### config.mk
export PLATFORM = sky130hd
export DESIGN_NAME = maze_backtracker_generator
export DESIGN_NICKNAME = d
export VERILOG_FILES = /design/src/design/mbg_pkg.sv /design/src/design/mbg_ram.sv /design/src/design/mbg_mod.sv /design/src/design/maze_backtracker_generator.sv
export SDC_FILE = /design/constraint.sdc
export NUM_CORES = 2
export LEC_CHECK = 0
export ABC_AREA = 1
export BUFFER_PORTS_ARGS = -buffer_cell sky130_fd_sc_hd__buf_4
export CAP_MARGIN = 20
export CORE_MARGIN = 2
export CORE_UTILIZATION = 60
export DETAILED_ROUTE_END_ITERATION = 6
export PLACE_DENSITY = 0.76
export SLEW_MARGIN = 20
export SYNTH_ARGS = -nofsm -noshare
export SYNTH_HDL_FRONTEND = slang
export SYNTH_SLANG_ARGS = --single-unit
### constraint.sdc
create_clock -name clk -period 15.8 [get_ports clk]
set_input_delay 3.16 -clock clk [delete_from_list [all_inputs] [get_ports clk]]
set_output_delay 3.16 -clock clk [all_outputs]
set_load 0.02 [all_outputs]
### src/design/mbg_pkg.sv
`timescale 1ns / 1ps
package mbg_pkg;

  typedef enum logic [1:0] {
    CMD_START = 2'd0,
    CMD_STEP  = 2'd1,
    CMD_READ  = 2'd2,
    CMD_NONE  = 2'd3
  } cmd_t;

  typedef enum logic [1:0] {
    ST_CARVED  = 2'd0,
    ST_DONE    = 2'd1,
    ST_READ    = 2'd2,
    ST_STARTED = 2'd3
  } stat_t;

  typedef enum logic [3:0] {
    S_IDLE,
    S_CLEAR,
    S_TOP,
    S_TOPW,
    S_NBR,
    S_NBRW,
    S_PICK,
    S_DIV,
    S_CARVE1,
    S_CARVE2,
    S_READ1,
    S_READ2,
    S_OUT
  } state_t;

  localparam logic [3:0] WALL_N = 4'd1;
  localparam logic [3:0] WALL_E = 4'd2;
  localparam logic [3:0] WALL_S = 4'd4;
  localparam logic [3:0] WALL_W = 4'd8;

  function automatic logic [3:0] near_side(input logic [1:0] d);
    case (d)
      2'd0: near_side = WALL_N;
      2'd1: near_side = WALL_S;
      2'd2: near_side = WALL_W;
      default: near_side = WALL_E;
    endcase
  endfunction

  function automatic logic [3:0] far_side(input logic [1:0] d);
    case (d)
      2'd0: far_side = WALL_S;
      2'd1: far_side = WALL_N;
      2'd2: far_side = WALL_E;
      default: far_side = WALL_W;
    endcase
  endfunction

endpackage

### src/design/mbg_ram.sv
`timescale 1ns / 1ps
module mbg_ram #(
  parameter int WIDTH = 8,
  parameter int DEPTH = 256
) (
  input  logic                     clk,
  input  logic                     we,
  input  logic [$clog2(DEPTH)-1:0] waddr,
  input  logic [WIDTH-1:0]         wdata,
  input  logic [$clog2(DEPTH)-1:0] raddr,
  output logic [WIDTH-1:0]         rdata
);
  logic [WIDTH-1:0] mem [DEPTH];

  always_ff @(posedge clk) begin
    if (we) begin
      mem[waddr] <= wdata;
    end
    rdata <= mem[raddr];
  end
endmodule

### src/design/mbg_mod.sv
`timescale 1ns / 1ps
module mbg_mod (
  input  logic        clk,
  input  logic        rst,
  input  logic        go,
  input  logic [31:0] dividend,
  input  logic [2:0]  divisor,
  output logic        busy,
  output logic [1:0]  rem
);
  logic [1:0] acc;
  logic [31:0] sh;
  logic [2:0] cnt;
  logic [2:0] div;
  logic [1:0] low;
  logic [1:0] acc_next;

  // Since 256 is 1 mod 3, the bytes of the word are folded in one per cycle.
  always_comb begin
    logic [3:0] t;
    t = 4'(acc) + 4'(sh[1:0]) + 4'(sh[3:2]) + 4'(sh[5:4]) + 4'(sh[7:6]);
    if (t >= 4'd9) t = t - 4'd9;
    if (t >= 4'd6) t = t - 4'd6;
    if (t >= 4'd3) t = t - 4'd3;
    acc_next = t[1:0];
  end

  always_comb begin
    case (div)
      3'd2: rem = {1'b0, low[0]};
      3'd3: rem = acc;
      3'd4: rem = low;
      default: rem = 2'd0;
    endcase
  end

  always_ff @(posedge clk) begin
    if (rst) begin
      busy <= 1'b0;
      cnt <= '0;
    end else if (go) begin
      busy <= 1'b1;
      cnt <= 3'd4;
      acc <= '0;
      sh <= dividend;
      div <= divisor;
      low <= dividend[1:0];
    end else if (busy) begin
      sh <= {8'd0, sh[31:8]};
      acc <= acc_next;
      cnt <= cnt - 3'd1;
      if (cnt == 3'd1) begin
        busy <= 1'b0;
      end
    end
  end
endmodule

### src/design/maze_backtracker_generator.sv
`timescale 1ns / 1ps
// Channel   Direction  Handshake      Fields
// cfg       in         valid/ready    cfg_data (difficulty)
// in        in         valid/stall    command, random_word, query_row, query_col
// out       out        valid/stall    status, from_row, from_col, direction, wall_bits
// A start sweeps every storage row once before its result is ready.
// A step that carves reads the stack top, checks the neighbours, picks one and carves;
// each dead end is popped and retried; an empty stack gives done. Reads use S_READ1, S_READ2.
// The result waits in its register while out_stall is high, and the next item can be taken
// once the block is back in idle after the result leaves.
// Reset is synchronous; the block takes no item while busy or while a result waits.
module maze_backtracker_generator #(
  parameter int MAX_ROWS  = 16,
  parameter int MAX_COLS  = 16,
  parameter int MAX_CELLS = 256
) (
  input  logic        clk,
  input  logic        rst,
  input  logic        cfg_valid,
  output logic        cfg_ready,
  input  logic [1:0]  cfg_data,
  input  logic        in_valid,
  output logic        in_stall,
  input  logic [1:0]  command,
  input  logic [31:0] random_word,
  input  logic [3:0]  query_row,
  input  logic [3:0]  query_col,
  output logic        out_valid,
  input  logic        out_stall,
  output logic [1:0]  status,
  output logic [3:0]  from_row,
  output logic [3:0]  from_col,
  output logic [1:0]  direction,
  output logic [3:0]  wall_bits
);
  import mbg_pkg::*;

  localparam int AW = $clog2(MAX_CELLS);
  localparam int DW = $clog2(MAX_CELLS + 1);

  state_t state, state_next;
  logic [1:0] difficulty;
  logic [4:0] grid_rows, grid_cols;
  logic [DW-1:0] depth;
  logic [AW-1:0] sweep;
  logic [31:0] rnd;
  logic [3:0] qr, qc;
  logic [AW-1:0] top;
  logic [1:0] nidx;
  logic [3:0] cand;
  logic [2:0] ncount;
  logic [1:0] dir;
  logic [1:0] ctr;

  logic w_we, v_we, p_we;
  logic [AW-1:0] w_waddr, w_raddr, v_waddr, v_raddr, p_waddr, p_raddr;
  logic [3:0] w_wdata, w_rdata;
  logic v_wdata, v_rdata;
  logic [AW-1:0] p_wdata, p_rdata;

  mbg_ram #(.WIDTH(4), .DEPTH(MAX_CELLS)) u_walls (
    .clk, .we(w_we), .waddr(w_waddr), .wdata(w_wdata), .raddr(w_raddr), .rdata(w_rdata));
  mbg_ram #(.WIDTH(1), .DEPTH(MAX_CELLS)) u_vis (
    .clk, .we(v_we), .waddr(v_waddr), .wdata(v_wdata), .raddr(v_raddr), .rdata(v_rdata));
  mbg_ram #(.WIDTH(AW), .DEPTH(MAX_CELLS)) u_stack (
    .clk, .we(p_we), .waddr(p_waddr), .wdata(p_wdata), .raddr(p_raddr), .rdata(p_rdata));

  logic mod_go, mod_busy;
  logic [1:0] mod_rem;
  mbg_mod u_mod (.clk, .rst, .go(mod_go), .dividend(rnd), .divisor(ncount),
    .busy(mod_busy), .rem(mod_rem));

  logic [31:0] top_r, top_c;
  assign top_r = 32'(top) / MAX_COLS;
  assign top_c = 32'(top) % MAX_COLS;

  logic signed [7:0] nr, nc;
  logic n_ok;
  always_comb begin
    nr = 8'(signed'({1'b0, top_r[6:0]}));
    nc = 8'(signed'({1'b0, top_c[6:0]}));
    case (nidx)
      2'd0: nr = nr - 8'sd1;
      2'd1: nr = nr + 8'sd1;
      2'd2: nc = nc - 8'sd1;
      default: nc = nc + 8'sd1;
    endcase
    n_ok = (nr >= 0) && (nc >= 0) && (nr < 8'(signed'({3'b0, grid_rows})))
      && (nc < 8'(signed'({3'b0, grid_cols})))
      && (32'(nr) * MAX_COLS + 32'(nc) < MAX_CELLS);
  end
  logic [AW-1:0] naddr;
  assign naddr = AW'(32'(nr) * MAX_COLS + 32'(nc));

  // Neighbor validity is registered with its index so it lines up with the visited read.
  logic pend_ok;
  logic [1:0] pend_idx;
  logic pend_v;
  logic nbr_free;
  assign nbr_free = pend_v && pend_ok && !v_rdata;

  logic [1:0] pick;
  always_comb begin
    logic [1:0] k;
    k = 2'd0;
    pick = 2'd0;
    for (int i = 0; i < 4; i++) begin
      if (cand[i]) begin
        if (k == mod_rem) pick = 2'(i);
        k = k + 2'd1;
      end
    end
  end

  assign in_stall = (state != S_IDLE);
  assign cfg_ready = 1'b1;
  logic take;
  assign take = in_valid && !in_stall;

  always_comb begin
    state_next = state;
    case (state)
      S_IDLE: if (take) begin
        case (command)
          CMD_START: state_next = S_CLEAR;
          CMD_STEP: state_next = S_TOP;
          CMD_READ: state_next = S_READ1;
          default: state_next = S_IDLE;
        endcase
      end
      S_CLEAR: if (sweep == AW'(MAX_CELLS - 1)) state_next = S_OUT;
      S_TOP: state_next = (depth == '0) ? S_OUT : S_TOPW;
      S_TOPW: state_next = S_NBR;
      S_NBR: if (ctr == 2'd3) state_next = S_NBRW;
      S_NBRW: state_next = S_PICK;
      S_PICK: state_next = (ncount == 3'd0) ? S_TOP : S_DIV;
      S_DIV: if (!mod_busy && !mod_go) state_next = S_CARVE1;
      S_CARVE1: state_next = S_CARVE2;
      S_CARVE2: state_next = S_OUT;
      S_READ1: state_next = S_READ2;
      S_READ2: state_next = S_OUT;
      S_OUT: if (!out_stall) state_next = S_IDLE;
      default: state_next = S_IDLE;
    endcase
  end

  logic sweep_in;
  always_comb begin
    logic [31:0] sr, sc;
    sr = 32'(sweep) / MAX_COLS;
    sc = 32'(sweep) % MAX_COLS;
    sweep_in = (sr < 32'(grid_rows)) && (sc < 32'(grid_cols));
  end

  logic [AW-1:0] here;
  assign here = top;
  logic [AW-1:0] there;
  always_comb begin
    logic signed [7:0] r2, c2;
    r2 = 8'(signed'({1'b0, top_r[6:0]}));
    c2 = 8'(signed'({1'b0, top_c[6:0]}));
    case (dir)
      2'd0: r2 = r2 - 8'sd1;
      2'd1: r2 = r2 + 8'sd1;
      2'd2: c2 = c2 - 8'sd1;
      default: c2 = c2 + 8'sd1;
    endcase
    there = AW'(32'(r2) * MAX_COLS + 32'(c2));
  end

  always_comb begin
    w_we = 1'b0; w_waddr = sweep; w_wdata = 4'hF; w_raddr = here;
    v_we = 1'b0; v_waddr = sweep; v_wdata = 1'b0; v_raddr = naddr;
    p_we = 1'b0; p_waddr = AW'(depth); p_wdata = there; p_raddr = AW'(depth - DW'(1));
    mod_go = 1'b0;
    case (state)
      S_CLEAR: begin
        v_we = 1'b1;
        v_wdata = (sweep == '0);
        w_we = sweep_in;
        p_we = (sweep == '0);
        p_waddr = '0;
        p_wdata = '0;
      end
      S_PICK: mod_go = (ncount != 3'd0);
      S_DIV: w_raddr = here;
      S_CARVE1: begin
        w_we = 1'b1; w_waddr = here; w_wdata = w_rdata & ~near_side(dir);
        w_raddr = there;
        v_we = 1'b1; v_waddr = there; v_wdata = 1'b1;
        p_we = (depth < DW'(MAX_CELLS));
      end
      S_CARVE2: begin
        w_we = 1'b1; w_waddr = there; w_wdata = w_rdata & ~far_side(dir);
      end
      S_READ1: w_raddr = AW'(32'(qr) * MAX_COLS + 32'(qc));
      default: ;
    endcase
  end

  always_ff @(posedge clk) begin
    if (rst) begin
      state <= S_IDLE;
      difficulty <= 2'd0;
      grid_rows <= 5'd6;
      grid_cols <= 5'd8;
      depth <= '0;
      sweep <= '0;
      out_valid <= 1'b0;
    end else begin
      state <= state_next;
      if (cfg_valid && cfg_ready) difficulty <= cfg_data;
      if (state_next == S_OUT && state != S_OUT) out_valid <= 1'b1;
      if (state == S_OUT && !out_stall) out_valid <= 1'b0;
      case (state)
        S_IDLE: if (take) begin
          rnd <= random_word; qr <= query_row; qc <= query_col;
          status <= ST_STARTED; from_row <= '0; from_col <= '0;
          direction <= '0; wall_bits <= '0; sweep <= '0;
          if (command == CMD_START) begin
            case (difficulty)
              2'd0: begin
                grid_rows <= 5'(MAX_ROWS < 6 ? MAX_ROWS : 6);
                grid_cols <= 5'(MAX_COLS < 8 ? MAX_COLS : 8);
              end
              2'd1: begin
                grid_rows <= 5'(MAX_ROWS < 9 ? MAX_ROWS : 9);
                grid_cols <= 5'(MAX_COLS < 12 ? MAX_COLS : 12);
              end
              default: begin
                grid_rows <= 5'(MAX_ROWS < 12 ? MAX_ROWS : 12);
                grid_cols <= 5'(MAX_COLS < 16 ? MAX_COLS : 16);
              end
            endcase
          end
        end
        S_CLEAR: begin
          sweep <= sweep + AW'(1);
          if (sweep == AW'(MAX_CELLS - 1)) depth <= DW'(1);
        end
        S_TOP: begin
          if (depth == '0) status <= ST_DONE;
        end
        S_TOPW: begin
          top <= p_rdata; nidx <= 2'd0; ctr <= 2'd0; cand <= '0; ncount <= '0;
        end
        S_NBR: begin
          // The visited read of the previous neighbor returns this cycle.
          ctr <= ctr + 2'd1;
          nidx <= nidx + 2'd1;
          if (nbr_free) begin
            cand[pend_idx] <= 1'b1;
            ncount <= ncount + 3'd1;
          end
        end
        S_NBRW: begin
          if (nbr_free) begin
            cand[pend_idx] <= 1'b1;
            ncount <= ncount + 3'd1;
          end
        end
        S_PICK: if (ncount == 3'd0) depth <= depth - DW'(1);
        S_CARVE1: begin
          if (depth < DW'(MAX_CELLS)) depth <= depth + DW'(1);
          status <= ST_CARVED;
          from_row <= top_r[3:0]; from_col <= top_c[3:0]; direction <= dir;
        end
        S_DIV: dir <= pick;
        S_READ2: begin
          status <= ST_READ; from_row <= qr; from_col <= qc;
          wall_bits <= ({1'b0, qr} < grid_rows && {1'b0, qc} < grid_cols
            && 32'(qr) * MAX_COLS + 32'(qc) < MAX_CELLS) ? w_rdata : 4'd0;
        end
        default: ;
      endcase
    end
  end

  always_ff @(posedge clk) begin
    if (rst) begin
      pend_v <= 1'b0;
    end else begin
      pend_v <= (state == S_NBR);
      pend_ok <= n_ok;
      pend_idx <= nidx;
    end
  end
endmodule

Word-level counts from Yosys, hierarchy flattened:

Memory sizes are Yosys's and may differ from the RTL's. A register that Yosys moved wholly into a read port is not among the register bits.
Index checks and enable logic that the tools add are counted.

* bits in registers: 158
* memory bits (writable): 3328
* output and inout port bits: 19
* memories: 3

* $add $sub $neg: 23
* magnitude comparators: 16
* equality and inequality tests: 36
* multiplexer cells: 81
* bitwise operators: 6
* reduce and logical (&&, ||, !) cells: 60

Memory list
* u_stack.mem: depth 256, bits a word 8, rd ports 1, clocked after memory_dff 1, write ports 1, line mbg_ram.sv:13 `logic [WIDTH-1:0] mem [DEPTH];`
* u_walls.mem: depth 256, bits a word 4, rd ports 1, clocked after memory_dff 1, write ports 1, line mbg_ram.sv:13
* u_vis.mem: depth 256, bits a word 1, rd ports 1, clocked after memory_dff 1, write ports 1, line mbg_ram.sv:13

Operator list (count)
* case mux 8 bit (2 select lines): 6
* 2-to-1 mux 32 bit: 2
* case mux 4 bit (3 select lines): 5
* 2-to-1 mux 4 bit: 13
* case mux 4 bit (12 select lines): 1
* case mux 4 bit (2 select lines): 5
* less-than comparator 32 x 10 -> 1 bit, second input constant: 1
* 2-to-1 mux 8 bit: 4
* 2-to-1 mux 9 bit: 3
* case mux 9 bit (3 select lines): 1
* == test 4 bit, second input constant: 6
* 2-to-1 mux 2 bit: 11
* less-than comparator 4 x 5 -> 1 bit: 4
* less-than comparator 9 bit, second input constant: 2
* AND reduction 3 bit: 6
* == test 4 x 3 -> 1 bit, second input constant: 4
* >= comparator 8 x 1 -> 1 bit, second input constant: 2
* less-than comparator 8 x 6 -> 1 bit: 2
* OR reduction 2 bit: 8
* 2-to-1 mux 1 bit: 15
* logical AND 1 bit: 14
* adder 12 x 8 -> 13 bit: 1
* adder 4 x 2 -> 4 bit: 3
* 2-to-1 mux 3 bit: 4
* other kinds (53): 99

Depth between registers and ports, before layout:

* depth after elaboration: 11
* mapped depth: 24
* depth with buffers taken out: 24

Hierarchy:

A second synthesis with hierarchy kept.

* cell total of the unflattened synthesis: 12940
* area total of the unflattened synthesis: 146839.6 um^2

Modules (own cells, without submodules)
* mbg_ram at u_stack: instances 1, cells an instance 7003, area each 83396.2 um^2
* mbg_ram at u_walls: instances 1, cells an instance 3720, area each 42824.8 um^2
* mbg_ram at u_vis: instances 1, cells an instance 1184, area each 11717.5 um^2
* maze_backtracker_generator: instances 1, cells an instance 792, area each 6622.6 um^2
* mbg_mod: instances 1, cells an instance 241, area each 2278.4 um^2

Worst setup path after synthesis:

No wires, ideal clock.

* path type: reg2reg
* start point: register state[0]
* end point: memory u_walls.mem[0][3], data pin
* setup time: 2187 ps
* arrival time: 10782 ps
* data required time: 13613 ps
* slack: 2831 ps
* stages on the path, launching flop included: 9
* path through: dfxtp_1 > buf_6 > inv_4 > nor2_1 > inv_1 > nor2_1 > clkinv_1 > nor2_1 > o21ai_0

* word-level cells in the longest chain between the ends: 2
* elaborated cells on any way between the ends: 3
* classes of those cells: 2 x eq/ne; 1 x mux

RTL lines
* start: declaration: line maze_backtracker_generator.sv:41 `state_t state, state_next;`
* start signal: assignment: line maze_backtracker_generator.sv:211 `state <= state_next;`
* == test 4 bit: line maze_backtracker_generator.sv:176 `case (state)`
* case mux 4 bit (2 select lines) *: line maze_backtracker_generator.sv:176
* named net u_walls.wdata[3]: line mbg_ram.sv:9 `input logic [WIDTH-1:0] wdata,`
* end: declaration: line mbg_ram.sv:13

Mark *: on every way through the listed nets, which the timed path passes. The rest lies on a longest branch.

Worst setup path in the final report:

* start point: register depth[0]
* end point: register u_stack.rdata[1] (read register of u_stack.mem)

* word-level cells in the longest chain between the ends: 1

RTL lines
* start: declaration: line maze_backtracker_generator.sv:44 `logic [DW-1:0] depth;`
* start signal: assignment: line maze_backtracker_generator.sv:262 `S_PICK: if (ncount == 3'd0) depth <= depth - DW'(1);`
* start signal: assignment: line maze_backtracker_generator.sv:264 `if (depth < DW'(MAX_CELLS)) depth <= depth + DW'(1);`
* subtractor 9 x 1 -> 9 bit
* end: declaration: line mbg_ram.sv:11 `output logic [WIDTH-1:0] rdata`

Every way passes these cells.
A chain may end at the register's enable or synchronous reset.

==> out/metrics.cfg <==
[sta]
hold_violations=0
worst_pin_slew_ns=1.284
whs_ns=0.4692
fmax_mhz=175.6
max_slew_margin_pct=14.14
min_period_ns=5.695
post-route-period-util_pct=36.05
finClkSkew_ns=0.07264
grt_setup_unrepaired=no
setup_tns_ns=0
slew_viol_final=0
setup_viol=0

[critical_path]
r2r_slack_ns=10.10
worst-setup-path-type=reg -> reg
worstSetupEndpointType=flip-flop
worstReg2RegEnd=u_stack.rdata[1]
startpoint_type=flip-flop
rr_startpoint=depth[0]
rr_worst_depth=13
path_max_fanout=199
worstPathArrival_ns=6.58
cp_data_required_time_ns=16.68

[place]
dp.final_hpwl_um=214100
postPlaceCellArea_sq_um=148500
place_congestion=0.9256
io_buffers=66

[clock_network]
cts_num_sinks=3495
cts_root_buf=clkbuf_16
postCtsHoldBufs=0
clock_path_buffers=4
cts_setup_buffers=0
cts_tree=yes
numCtsBuffers=357
insertion_delay_ns=0.99
ctsResizeCount=0
cts_htree_levels=5
clkSlewWorstSetupHoldPaths_ns=0.06

[cells_and_area]
drive_gt1_share_pct=6.840
fin_area_sq_um=159600
nets=12510
fin_util_pct=65.66
area_growth_syn_to_layout_pct=8.949
fillers=17200

[logic_synthesis]
synth.top_cell.area_share_pct=70.68
synth.mux.area_fraction_pct=0
ys_top_cells_by_count=3447 x edfxtp_1, 2426 x nand2_1, 1902 x nor2_1, 1689 x nand3_1, 1109 x o21ai_0
synth_top_family_by_area=simple AND/OR/NAND/NOR gates
async_reset_ff_share_pct=0
synthXorXnorAreaFrac_pct=0.1717
netlist_area_sq_um=146500
yosys_warnings=0
synth_compound_area_share_pct=6.910
synth_top_cell_by_area=edfxtp_1
synth_edf_count=3447
syn_inst=12730
synth_nets=12830
synth_most_common_cell=edfxtp_1
synthFlopType=edfxtp_1
ys_ff_latch=3495
synth_seq_area_share_pct=71.33
synth_fa_ha_area_share_pct=0.5399
synth.distinct_cells=61
synth-simple-area-share_pct=17.58
synthTopCellsByArea=edfxtp_1 71%, nand2_1 6.2%, nand3_1 5.8%, nor2_1 4.9%, o21ai_0 3.8%
synth_area_per_cell_sq_um=11.51

[hold_path]
worstHoldPathCells=1
hold_start=grid_cols[4]
worstHoldPathType=reg -> reg
min_to=grid_cols[4]

[floorplanning]
io_pins=68
dieArea_sq_um=248100
die_h_um=498.1
core.rowCount=181
dieWidth_um=498.1
initial_utilization_pct=60.27
coreArea_sq_um=243000

[detailed_routing]
drt-initial-drc-count=15230
drtAntennaViolNets=0
drc=5
wire_per_inst_um=24.52
wl_um=389000
num_vias=101900
dr.pass1.iters=7
via_per_inst=6.419

[global_routing]
track_usage_pct=30.56
grt_pass1_wl_um=582200
antenna_found_initial=14
grt_pass1_vias=97520
grt_max_degree=219
overflow=0

[power_and_ir_drop]
leakage_nw=54.57
power_density_nw_per_um2=182.4
vdd_drop_max_uv=216.8

[status]
violations=DRC
status=finished, violations left

[flow_run]
maxCapViolations=0

-- how the worst max path moves through the flow --
stage / startpoint / to / slack (ns) / cells past startpoint
2_1_floorplan: state[0] / u_walls.mem[0][3] / 2.83 / 8
3_3_place_gp: state[0] / u_walls.rdata[1] / 10.17 / 17
3_5_place_dp: state[0] / u_walls.rdata[2] / 9.83 / 17
4_1_cts: state[0] / u_walls.rdata[2] / 9.80 / 17
5_1_grt: state[0] / u_walls.rdata[2] / 9.82 / 17
6_report: depth[0] / u_stack.rdata[1] / 10.10 / 13
-- cell type report --
class | instances | area (sq um) | share of cell area, %
Timing Repair Buffer | 206 | 1757 | 1.101
Sequential cell | 3495 | 104500 | 65.48
Multi-Input combinational cell | 8079 | 37300 | 23.38
Clock buffer | 437 | 9422 | 5.905
Antenna cell | 5 | 12.51 | 0.007842
Clock inverter | 184 | 1574 | 0.9865
Tap cell | 3202 | 4006 | 2.511
Inverter | 260 | 1017 | 0.6375
-- cells in the final DEF, fill, tap and decap left out, drive strengths merged, types with 8 or more instances in the layout --
cell / n
dfxtp: 48
nand4: 21
nor3: 30
buf: 206
xnor2: 8
o21ai: 1112
o21a: 10
inv: 262
clkinvlp: 12
xor2: 19
clkinv: 144
nand2: 2456
a31oi: 11
a21oi: 56
nand3: 1691
ha: 52
bufinv: 26
edfxtp: 3447
clkbuf: 437
o22ai: 531
nor2: 1959
o211ai: 61
a211oi: 11
-- registers in the layout, summed over array words and instances, names as in the netlist, 3 cells and up --
register	count
u_stack.mem	2048
u_walls.mem	1024
u_vis.mem	256
rnd	32
u_mod.sh	32
depth	9
here	8
sweep	8
u_stack.rdata	8
cand	4
from_col	4
from_row	4
grid_rows	4
qc	4
qr	4
state	4
u_walls.rdata	4
wall_bits	4
ncount	3
u_mod.cnt	3
u_mod.div	3
-- stage by stage --
step	std cells	power (mW)	setup WS [ns]
floorplan	12730	17.29	2.831
global placement	15240	20.61	10.17
finish	15870	29.11	10.10
CTS	15860	28.79	9.800
detailed placement	15240	20.81	9.828
global route	15870	30.09	9.825
-- per-layer routing --
layer / vias to the layer above / wire (um) / track usage (%)
met5: - / 85 / 0
met2: 7082 / 179800 / 47.63
met4: 12 / 19010 / 14.40
met1: 48910 / 142000 / 41.28
li1: 44670 / - / -
met3: 1191 / 48220 / 6.727
-- cells by family (layout without fill, tap and decap cells) --
group | count (synthesis) | after routing
AND/OR/NAND/NOR | 6175 | 6175
flip-flops | 3495 | 3495
AO/OA/AOI/OAI | 1817 | 1817
buffers and inverters | 1151 | 1087
adder cells (fa/ha/maj) | 59 | 59
XOR/XNOR | 27 | 27
other | 1 | 6
-- power breakdown --
group	total [mW]	switching, mW	internal, mW	leakage, nW
Sequential	11.1	0.126	11.0	31.2
Combinational	9.92	7.56	2.35	18.0
Clock	8.06	3.42	4.64	5.38
Total	29.1	11.1	18.0	54.6
-- critical path, cell delays in order, from the launching register on --
cell	delay (ns)
dfxtp_4	0.90
inv_16	0.35
ha_4	0.58
inv_8	0.81
buf_4	0.89
o21ai_0	0.25
o22ai_1	0.21
nand2_1	0.08
nand3_1	0.10
nand3_1	0.19
nand3_1	0.40
nand3_1	0.24
and3_1	0.21
a31oi_1	0.19
Note: power is estimated with default switching activity, not from simulation.
